$ cat config.mk
export PLATFORM = sky130hd
export DESIGN_NAME = first_fit_lane_assigner
export DESIGN_NICKNAME = d
export VERILOG_FILES = /design/src/design/ffla_pkg.sv /design/src/design/ffla_cell.sv /design/src/design/ffla_margin.sv /design/src/design/first_fit_lane_assigner.sv
export SDC_FILE = /design/constraint.sdc
export NUM_CORES = 2
export LEC_CHECK = 0
export ABC_CLOCK_PERIOD_IN_PS = 15800
export BUFFER_PORTS_ARGS = -buffer_cell sky130_fd_sc_hd__clkbuf_2
export CAP_MARGIN = 15
export CORE_ASPECT_RATIO = 1.75
export CORE_MARGIN = 1
export CORE_UTILIZATION = 50
export CTS_CLUSTER_SIZE = 12
export DETAILED_ROUTE_END_ITERATION = 16
export PLACE_DENSITY = 0.71
export RECOVER_POWER = 25
export SLEW_MARGIN = 20
export SYNTH_ARGS = -nofsm -noshare
export SYNTH_HDL_FRONTEND = slang
export SYNTH_SLANG_ARGS = --single-unit
export TNS_END_PERCENT = 20
$ cat constraint.sdc
create_clock -name clk -period 15.8 [get_ports clk]
set_input_delay 3.16 -clock clk [delete_from_list [all_inputs] [get_ports clk]]
set_output_delay 3.16 -clock clk [all_outputs]
set_load 0.1 [all_outputs]
$ cat src/design/ffla_pkg.sv
// Shared types and constants for the first-fit lane assigner.
// No dependencies; imported by every module of the block.
package ffla_pkg;

  // Fixed field widths
  localparam int TIME_W     = 32;
  localparam int LANE_W     = 5;
  localparam int MARGIN_W   = 16;
  localparam int FONT_W     = 10;
  localparam int BOTTOM_W   = 12;
  localparam int SPACING_W  = 12;
  localparam int CFG_IDX_W  = 3;
  localparam int CFG_DATA_W = 12;

  // Fixed spacing added between cue lines
  localparam logic [SPACING_W-1:0] CUE_GAP    = 12'd12;
  localparam logic [MARGIN_W-1:0]  MARGIN_MAX = 16'hFFFF;

  // Configuration register indexes
  localparam logic [CFG_IDX_W-1:0] REG_TOLERANCE  = 3'd0;
  localparam logic [CFG_IDX_W-1:0] REG_BILINGUAL  = 3'd1;
  localparam logic [CFG_IDX_W-1:0] REG_PRI_FONT   = 3'd2;
  localparam logic [CFG_IDX_W-1:0] REG_SEC_FONT   = 3'd3;
  localparam logic [CFG_IDX_W-1:0] REG_LINE_GAP   = 3'd4;
  localparam logic [CFG_IDX_W-1:0] REG_BOTTOM     = 3'd5;

  // Reset values of the configuration registers
  localparam logic [FONT_W-1:0]   RST_TOLERANCE = 10'd80;
  localparam logic                RST_BILINGUAL = 1'b0;
  localparam logic [FONT_W-1:0]   RST_PRI_FONT  = 10'd48;
  localparam logic [FONT_W-1:0]   RST_SEC_FONT  = 10'd32;
  localparam logic [FONT_W-1:0]   RST_LINE_GAP  = 10'd0;
  localparam logic [BOTTOM_W-1:0] RST_BOTTOM    = 12'd0;

  // Cue travelling down the lane chain
  typedef struct packed {
    logic              active;
    logic              found;
    logic              has_sec;
    logic [TIME_W:0]   start_tol;  // start + tolerance, no wrap
    logic [TIME_W-1:0] end_ms;
  } ffla_token_t;

  // Configuration register bank
  typedef struct packed {
    logic [FONT_W-1:0]   tolerance;
    logic                bilingual;
    logic [FONT_W-1:0]   pri_font;
    logic [FONT_W-1:0]   sec_font;
    logic [FONT_W-1:0]   line_gap;
    logic [BOTTOM_W-1:0] bottom;
  } ffla_cfg_t;

endpackage

$ cat src/design/ffla_cell.sv
// One lane of the chain: holds that lane's end time and tests the passing cue.
// Depends on ffla_pkg.
module ffla_cell #(
  parameter int LANES = 16,
  parameter int IDX   = 0,
  localparam int LW   = $clog2(LANES + 1)
) (
  input  logic                 clk,
  input  logic                 rst_n,
  input  logic [LW-1:0]        lanes_in_use,
  input  ffla_pkg::ffla_token_t token_in,
  input  logic [LW-1:0]        lane_in,
  output ffla_pkg::ffla_token_t token_out,
  output logic [LW-1:0]        lane_out
);
  import ffla_pkg::*;

  logic [TIME_W-1:0] end_r;
  ffla_token_t       token_r, token_nxt;
  logic [LW-1:0]     lane_r, lane_nxt;
  logic              in_use, fits, opens, claim;

  // Fit test: lane in use and start + tolerance reaches its end time,
  // or this is the next free lane
  always_comb begin
    in_use = lanes_in_use > LW'(IDX);
    fits   = in_use && (token_in.start_tol >= {1'b0, end_r});
    opens  = lanes_in_use == LW'(IDX);
    claim  = token_in.active && !token_in.found && (fits || opens);
    token_nxt       = token_in;
    token_nxt.found = token_in.found | claim;
    lane_nxt        = claim ? LW'(IDX) : lane_in;
  end

  // Hand the cue on to the next lane
  always_ff @(posedge clk) begin
    if (!rst_n) begin
      token_r <= '0;
    end else begin
      token_r <= token_nxt;
    end
  end

  always_ff @(posedge clk) begin
    lane_r <= lane_nxt;
    if (claim) begin
      end_r <= token_in.end_ms;
    end
  end

  assign token_out = token_r;
  assign lane_out  = lane_r;

endmodule

$ cat src/design/ffla_margin.sv
// Margin unit: lane times spacing, then offset, secondary shift and saturation.
// Depends on ffla_pkg; two register stages.
module ffla_margin #(
  parameter int LANES = 16,
  localparam int LW   = $clog2(LANES + 1)
) (
  input  logic                          clk,
  input  logic                          rst_n,
  input  ffla_pkg::ffla_cfg_t           cfg,
  input  ffla_pkg::ffla_token_t         token,
  input  logic [LW-1:0]                 lane,
  output logic                          out_valid,
  output logic [ffla_pkg::LANE_W-1:0]   out_lane,
  output logic                          out_lane_overflow,
  output logic                          out_secondary_present,
  output logic [ffla_pkg::MARGIN_W-1:0] out_secondary_margin,
  output logic [ffla_pkg::MARGIN_W-1:0] out_primary_margin
);
  import ffla_pkg::*;

  localparam int PW = LW + SPACING_W;   // product
  localparam int BW = PW + 1;           // base
  localparam int SW = BW + 1;           // base plus secondary shift

  logic [FONT_W-1:0]    pri_font, sec_font;
  logic [SPACING_W-1:0] spacing;

  logic          s1_valid_r;
  logic          s1_ovf_r, s1_sec_r;
  logic [LW-1:0] s1_lane_r;
  logic [PW-1:0] s1_prod_r;

  logic [BW-1:0] base;
  logic [SW-1:0] shifted;

  logic                out_valid_r;
  logic [LANE_W-1:0]   out_lane_r;
  logic                out_ovf_r, out_sec_r;
  logic [MARGIN_W-1:0] sec_margin_r, pri_margin_r;
  logic [MARGIN_W-1:0] sec_margin_nxt, pri_margin_nxt;

  // Lane spacing; a zero font size counts as one
  always_comb begin
    pri_font = (cfg.pri_font == '0) ? FONT_W'(1) : cfg.pri_font;
    sec_font = (cfg.sec_font == '0) ? FONT_W'(1) : cfg.sec_font;
    if (cfg.bilingual) begin
      spacing = SPACING_W'(pri_font) + SPACING_W'(sec_font)
              + SPACING_W'(cfg.line_gap) + CUE_GAP;
    end else begin
      spacing = SPACING_W'(pri_font) + CUE_GAP;
    end
  end

  // Stage 1: multiply
  always_ff @(posedge clk) begin
    if (!rst_n) begin
      s1_valid_r <= 1'b0;
    end else begin
      s1_valid_r <= token.active;
    end
  end

  always_ff @(posedge clk) begin
    s1_ovf_r  <= !token.found;
    s1_sec_r  <= cfg.bilingual & token.has_sec;
    s1_lane_r <= lane;
    s1_prod_r <= PW'(lane) * PW'(spacing);
  end

  // Stage 2: offsets and saturation
  always_comb begin
    base    = BW'(cfg.bottom) + BW'(s1_prod_r);
    shifted = SW'(base) + SW'(sec_font) + SW'(cfg.line_gap);
    sec_margin_nxt = '0;
    pri_margin_nxt = '0;
    if (!s1_ovf_r) begin
      if (s1_sec_r) begin
        sec_margin_nxt = (base > BW'(MARGIN_MAX)) ? MARGIN_MAX : base[MARGIN_W-1:0];
        pri_margin_nxt = (shifted > SW'(MARGIN_MAX)) ? MARGIN_MAX : shifted[MARGIN_W-1:0];
      end else begin
        pri_margin_nxt = (base > BW'(MARGIN_MAX)) ? MARGIN_MAX : base[MARGIN_W-1:0];
      end
    end
  end

  always_ff @(posedge clk) begin
    if (!rst_n) begin
      out_valid_r <= 1'b0;
    end else begin
      out_valid_r <= s1_valid_r;
    end
  end

  always_ff @(posedge clk) begin
    out_lane_r   <= LANE_W'(s1_lane_r);
    out_ovf_r    <= s1_ovf_r;
    out_sec_r    <= s1_sec_r;
    sec_margin_r <= sec_margin_nxt;
    pri_margin_r <= pri_margin_nxt;
  end

  assign out_valid             = out_valid_r;
  assign out_lane              = out_lane_r;
  assign out_lane_overflow     = out_ovf_r;
  assign out_secondary_present = out_sec_r;
  assign out_secondary_margin  = sec_margin_r;
  assign out_primary_margin    = pri_margin_r;

endmodule

$ cat src/design/first_fit_lane_assigner.sv
// First-fit lane assigner: a cue walks a chain of LANES cells, one cell a cycle.
// Each result leaves the margin unit after its cue has walked the whole cell chain.
// One cue at a time: busy holds from accept until the result strobe, blocking start.
// The receiver cannot stall; each result is shown for exactly one cycle.
// Synchronous active-low reset: registers take their reset values, no lanes in use.
// Lane end times are written only when a lane opens or is reused.
module first_fit_lane_assigner #(
  parameter int LANES = 16
) (
  input  logic                            clk,
  input  logic                            rst_n,
  input  logic                            start,
  output logic                            busy,
  input  logic                            in_start_of_list,
  input  logic [ffla_pkg::TIME_W-1:0]     in_start_ms,
  input  logic [ffla_pkg::TIME_W-1:0]     in_end_ms,
  input  logic                            in_has_secondary_text,
  input  logic                            cfg_we,
  input  logic [ffla_pkg::CFG_IDX_W-1:0]  cfg_index,
  input  logic [ffla_pkg::CFG_DATA_W-1:0] cfg_wdata,
  output logic                            out_valid,
  output logic [ffla_pkg::LANE_W-1:0]     out_lane,
  output logic                            out_lane_overflow,
  output logic                            out_secondary_present,
  output logic [ffla_pkg::MARGIN_W-1:0]   out_secondary_margin,
  output logic [ffla_pkg::MARGIN_W-1:0]   out_primary_margin
);
  import ffla_pkg::*;

  localparam int LW = $clog2(LANES + 1);

  ffla_cfg_t     cfg_r;
  logic          busy_r, busy_nxt;
  logic [LW-1:0] lanes_r, lanes_nxt;
  logic          accept;

  ffla_token_t   token [LANES+1];
  logic [LW-1:0] lane  [LANES+1];
  ffla_token_t   head_r, head_nxt;
  logic [LW-1:0] head_lane_r;

  assign accept = start && !busy_r;

  // Configuration writes
  always_ff @(posedge clk) begin
    if (!rst_n) begin
      cfg_r.tolerance <= RST_TOLERANCE;
      cfg_r.bilingual <= RST_BILINGUAL;
      cfg_r.pri_font  <= RST_PRI_FONT;
      cfg_r.sec_font  <= RST_SEC_FONT;
      cfg_r.line_gap  <= RST_LINE_GAP;
      cfg_r.bottom    <= RST_BOTTOM;
    end else if (cfg_we) begin
      unique case (cfg_index)
        REG_TOLERANCE: cfg_r.tolerance <= cfg_wdata[FONT_W-1:0];
        REG_BILINGUAL: cfg_r.bilingual <= cfg_wdata[0];
        REG_PRI_FONT:  cfg_r.pri_font  <= cfg_wdata[FONT_W-1:0];
        REG_SEC_FONT:  cfg_r.sec_font  <= cfg_wdata[FONT_W-1:0];
        REG_LINE_GAP:  cfg_r.line_gap  <= cfg_wdata[FONT_W-1:0];
        REG_BOTTOM:    cfg_r.bottom    <= cfg_wdata[BOTTOM_W-1:0];
        default:       ;
      endcase
    end
  end

  // Head of chain: cue enters with its tolerance already added
  always_comb begin
    head_nxt.active    = accept;
    head_nxt.found     = 1'b0;
    head_nxt.has_sec   = in_has_secondary_text;
    head_nxt.start_tol = {1'b0, in_start_ms} + (TIME_W+1)'(cfg_r.tolerance);
    head_nxt.end_ms    = in_end_ms;
  end

  always_ff @(posedge clk) begin
    if (!rst_n) begin
      head_r <= '0;
    end else begin
      head_r <= head_nxt;
    end
  end

  // A cue that finds no lane comes out of the chain with lane = LANES
  always_ff @(posedge clk) begin
    head_lane_r <= LW'(LANES);
  end

  assign token[0] = head_r;
  assign lane[0]  = head_lane_r;

  // Lane chain
  for (genvar g = 0; g < LANES; g++) begin : g_cell
    ffla_cell #(
      .LANES (LANES),
      .IDX   (g)
    ) u_cell (
      .clk          (clk),
      .rst_n        (rst_n),
      .lanes_in_use (lanes_r),
      .token_in     (token[g]),
      .lane_in      (lane[g]),
      .token_out    (token[g+1]),
      .lane_out     (lane[g+1])
    );
  end

  // Lane count: cleared by start of list, bumped when the tail shows a new lane
  always_comb begin
    lanes_nxt = lanes_r;
    if (accept && in_start_of_list) begin
      lanes_nxt = '0;
    end else if (token[LANES].active && token[LANES].found && lane[LANES] == lanes_r) begin
      lanes_nxt = lanes_r + LW'(1);
    end
  end

  // Busy from accept until the result strobe
  always_comb begin
    busy_nxt = busy_r;
    if (accept) begin
      busy_nxt = 1'b1;
    end else if (out_valid) begin
      busy_nxt = 1'b0;
    end
  end

  always_ff @(posedge clk) begin
    if (!rst_n) begin
      lanes_r <= '0;
      busy_r  <= 1'b0;
    end else begin
      lanes_r <= lanes_nxt;
      busy_r  <= busy_nxt;
    end
  end

  ffla_margin #(
    .LANES (LANES)
  ) u_margin (
    .clk                   (clk),
    .rst_n                 (rst_n),
    .cfg                   (cfg_r),
    .token                 (token[LANES]),
    .lane                  (lane[LANES]),
    .out_valid             (out_valid),
    .out_lane              (out_lane),
    .out_lane_overflow     (out_lane_overflow),
    .out_secondary_present (out_secondary_present),
    .out_secondary_margin  (out_secondary_margin),
    .out_primary_margin    (out_primary_margin)
  );

  assign busy = busy_r;

  // Checks
  a_strobe_busy: assert property (@(posedge clk) disable iff (!rst_n)
    out_valid |-> busy_r)
    else $error("result strobe outside a transaction");

  a_accept_busy: assert property (@(posedge clk) disable iff (!rst_n)
    accept |=> busy_r)
    else $error("busy not raised after accept");

  a_single_strobe: assert property (@(posedge clk) disable iff (!rst_n)
    out_valid |=> !out_valid)
    else $error("more than one result for a transaction");

  a_lane_bound: assert property (@(posedge clk) disable iff (!rst_n)
    lanes_r <= LW'(LANES))
    else $error("lane count above LANES");

  a_ovf_margins: assert property (@(posedge clk) disable iff (!rst_n)
    (out_valid && out_lane_overflow) |->
      (out_primary_margin == '0 && out_secondary_margin == '0))
    else $error("margins not cleared on overflow");

endmodule

==> impl_metrics.py <==
metrics = {
    "detailed_routing": {
        "drtIter0Drc": 1625,
        "postRouteAntennaNets": 0,
        "wl_mm": 139,
        "vias": 40600,
        "wl_per_cell_um": 17.2,
        "drc": 0,
        "firstDrtPassIters": 6,
        "avgViaCountPerCell": 5.01,
    },
    "grt": {
        "grt_first_pass_wirelength_mm": 220,
        "grt_pass1_vias": 42700,
        "grtUsageTotal_pct": 20.1,
        "antenna_found_initial": 2,
        "grt_start_max_net_pins": 257,
        "grt_overflow": 0,
    },
    "die": {
        "ios": 126,
        "die_w_um": 283,
        "start_util_pct": 50.3,
        "coreArea_um2": 137000,
        "die-area_um2": 140000,
        "rows": 180,
        "die_h_um": 494,
    },
    "finish": {
        "nFillCells": 11600,
        "layout_commonest_cell": "dfxtp_1",
        "nets": 6894,
        "drive_gt1_share_pct": 6.38,
        "area_growth_pct": 11.1,
        "final_cell_mix": "1279 x dfxtp_1, 1077 x and2_1, 655 x inv_1",
        "stdcell_count": 8111,
    },
    "clock_network": {
        "clk_pin_slew_worst_paths_ps": 60,
        "cts_tree": "built",
        "clkLatencyLatePin_ps": 770,
        "clk_path_buf_depth": 3,
        "cts_resized": 0,
        "ctsHoldBuffers": 0,
        "cts_setup_buffers": 0,
        "cts_root_buffer": "clkbuf_16",
        "cts_made_buffers": 171,
        "cts.sink_count": 1791,
        "cts_max_level": 4,
    },
    "setup_path": {
        "rr_worst_depth": 32,
        "crit_arrival_ps": 8340,
        "cp_slowest_cell": "fa_1",
        "worstPathMaxFanout": 7,
        "max_stage_delay_ps": 560,
        "critPathRequiredTime_ps": 16500,
        "path_class": "flip-flop to flip-flop",
        "worstSetupEndpointType": "flip-flop",
        "cp-start-kind": "flip-flop",
    },
    "synthesis": {
        "synth_top_area_share_pct": 37.0,
        "synth_cell_types": 84,
        "synth_cells": 5999,
        "synth_nets": 6735,
        "synth_warnings": 0,
        "syn_area_um2": 69100,
        "syn_avg_cell_area_um2": 11.5,
        "yosys.area.top_type": "dfxtp_1",
        "ys_seq_area_share_pct": 59.3,
        "synth_area_leaders": "dfxtp_1 37%, edfxtp_1 22%, ha_1 11%",
        "synth-seq-cells": 1791,
        "async_reset_ff_share_pct": 0,
        "synth_flop_cell": "dfxtp_1",
        "synth_edf_count": 512,
    },
    "sta": {
        "final-hold-violation-count": 0,
        "fmax_mhz": 131,
        "fin_skew_ps": 31.5,
        "setup_violations": 0,
        "rsz0062_at_grt": "no",
        "slew_violations": 34,
        "setup_tns_ps": 0,
        "worst_slew_pin_slew_ps": 1870,
        "period_share_pct": 48.4,
        "relSlewSlack_pct": -25.0,
        "min_period_ps": 7650,
        "whs_ps": 325,
    },
    "worst_hold_path": {
        "hp-class": "flip-flop to flip-flop",
        "hold_depth": 0,
    },
    "outcome": {
        "status": "complete, but fails checks",
        "violations": "capacitance limit, slew limit",
    },
    "placement": {
        "dp_hpwl_mm": 105,
        "place_inst": 7804,
        "finalWeightedCongestion": 0.856,
        "numPortBuffers": 125,
    },
    "power_and_ir_drop": {
        "leakagePower_nw": 34.0,
        "vdd_ir_drop_max_v": 0.0000988,
        "p_per_area_nw_per_um2": 113,
    },
    "job": {
        "cap_violations": 1,
    },
}
[worst paths after layout]
| path | from | endpoint | slack (ps) |
|---|---|---|---|
| setup / recovery | cfg_r[36] | u_margin.s1_prod_r[16] | 8150 |
| hold / removal | u_margin.s1_lane_r[2] | u_margin.out_lane[2] | 320 |
| setup reg to reg | cfg_r[36] | u_margin.s1_prod_r[16] | 8150 |
| hold reg to reg | u_margin.s1_lane_r[2] | u_margin.out_lane[2] | 320 |
[per-layer routing]
layer | wire length [µm] | vias to the layer above | GRT usage [%] | share of wire, %
li1 | - | 20400 | - | -
met1 | 48200 | 19200 | 18.5 | 35
met5 | 0 | - | 0 | 0
met3 | 3770 | 369 | 2.73 | 2.7
met4 | 10700 | 0 | 14.6 | 7.7
met2 | 76600 | 647 | 39.7 | 55
[cell usage after synthesis (all sizes together), types with 13 or more instances]
cell and instances:
fa 45, o211ai 25, nand3 55, or2 14
a31oi 26, nand2 246, xor2 34, a21oi 244
nor3b 13, edfxtp 512, nand4 94, nand2b 22
o21a 43, and2 1084, xnor2 44, a211oi 27
dfxtp 1279, nor3 43, nor2 138, nor2b 68
inv 656, o21ai 120, a221oi 15, and3 29
ha 606, clkbuf 168, a21o 149, nor4 18
or3 31
[worst max-delay path, delay by kind of cell (launching register included)]
kind / cells / cell delay (ps)
AND/OR/NAND/NOR: 8 / 1700
flip-flops: 1 / 390
buffers and inverters: 3 / 150
AO/OA/AOI/OAI: 11 / 1990
adder cells (fa/ha/maj): 8 / 3080
XOR/XNOR: 2 / 290
[final cells by class]
class	instances	area (µm²)	share of cell area, %
Antenna cell	1	2.50	0.00326
Multi-Input combinational cell	3376	25100	32.7
Sequential cell	1791	41000	53.4
Clock inverter	16	215	0.280
Tap cell	1820	2280	2.97
Clock buffer	289	4830	6.28
Inverter	658	2470	3.22
Timing Repair Buffer	160	921	1.20
[metrics by stage]
| step | utilization, % | cell area [µm²] | power (mW) | worst slack (ps) |
|---|---|---|---|---|
| 6_report | 55.9 | 76800 | 8.70 | 8150 |
| 5_1_grt | 55.9 | 76800 | 9.00 | 7550 |
| 4_1_cts | 55.9 | 76800 | 8.80 | 8070 |
| 3_5_place_dp | 52.2 | 71800 | 5.08 | 8070 |
| 3_3_place_gp | 52.2 | 71800 | 5.07 | 8070 |
| 2_1_floorplan | - | 69100 | 4.99 | 8940 |
[sequential cells by signal (all words and copies together) (netlist names)]
name / cells
g_cell.u_cell.token_out: 1023
u_margin.s1_ovf_r: 1
u_margin.out_valid: 1
u_margin.s1_lane_r: 5
u_margin.out_lane: 5
u_margin.out_primary_margin: 16
g_cell.u_cell.lane_out: 65
u_margin.s1_prod_r: 17
u_margin.out_lane_overflow: 1
u_margin.out_secondary_margin: 16
u_margin.out_secondary_present: 1
busy: 1
g_cell.u_cell.end_r: 512
head_r: 67
lanes_r: 5
u_margin.s1_sec_r: 1
cfg_r: 53
u_margin.s1_valid_r: 1
[cells by family (layout without fill, tap and decap cells)]
logic type,after synthesis,in the layout,synth area share [%]
adders and majority gates,651,651,12.3
muxes,7,7,0.109
DFF,1791,1791,59.3
buffers and inverters,832,1123,4.55
xor gates and xnor gates,78,78,0.999
other,0,1,0
AOI/OAI and AO/OA,752,752,7.13
and+or+nand+nor,1888,1888,15.7
[power breakdown]
group | total, mW | switching, mW | internal (mW)
clock | 3.73 | 1.65 | 2.08
combinational | 0.202 | 0.126 | 0.0762
sequential | 4.77 | 0.0325 | 4.74
Note: power is estimated with default switching activity, not from simulation.
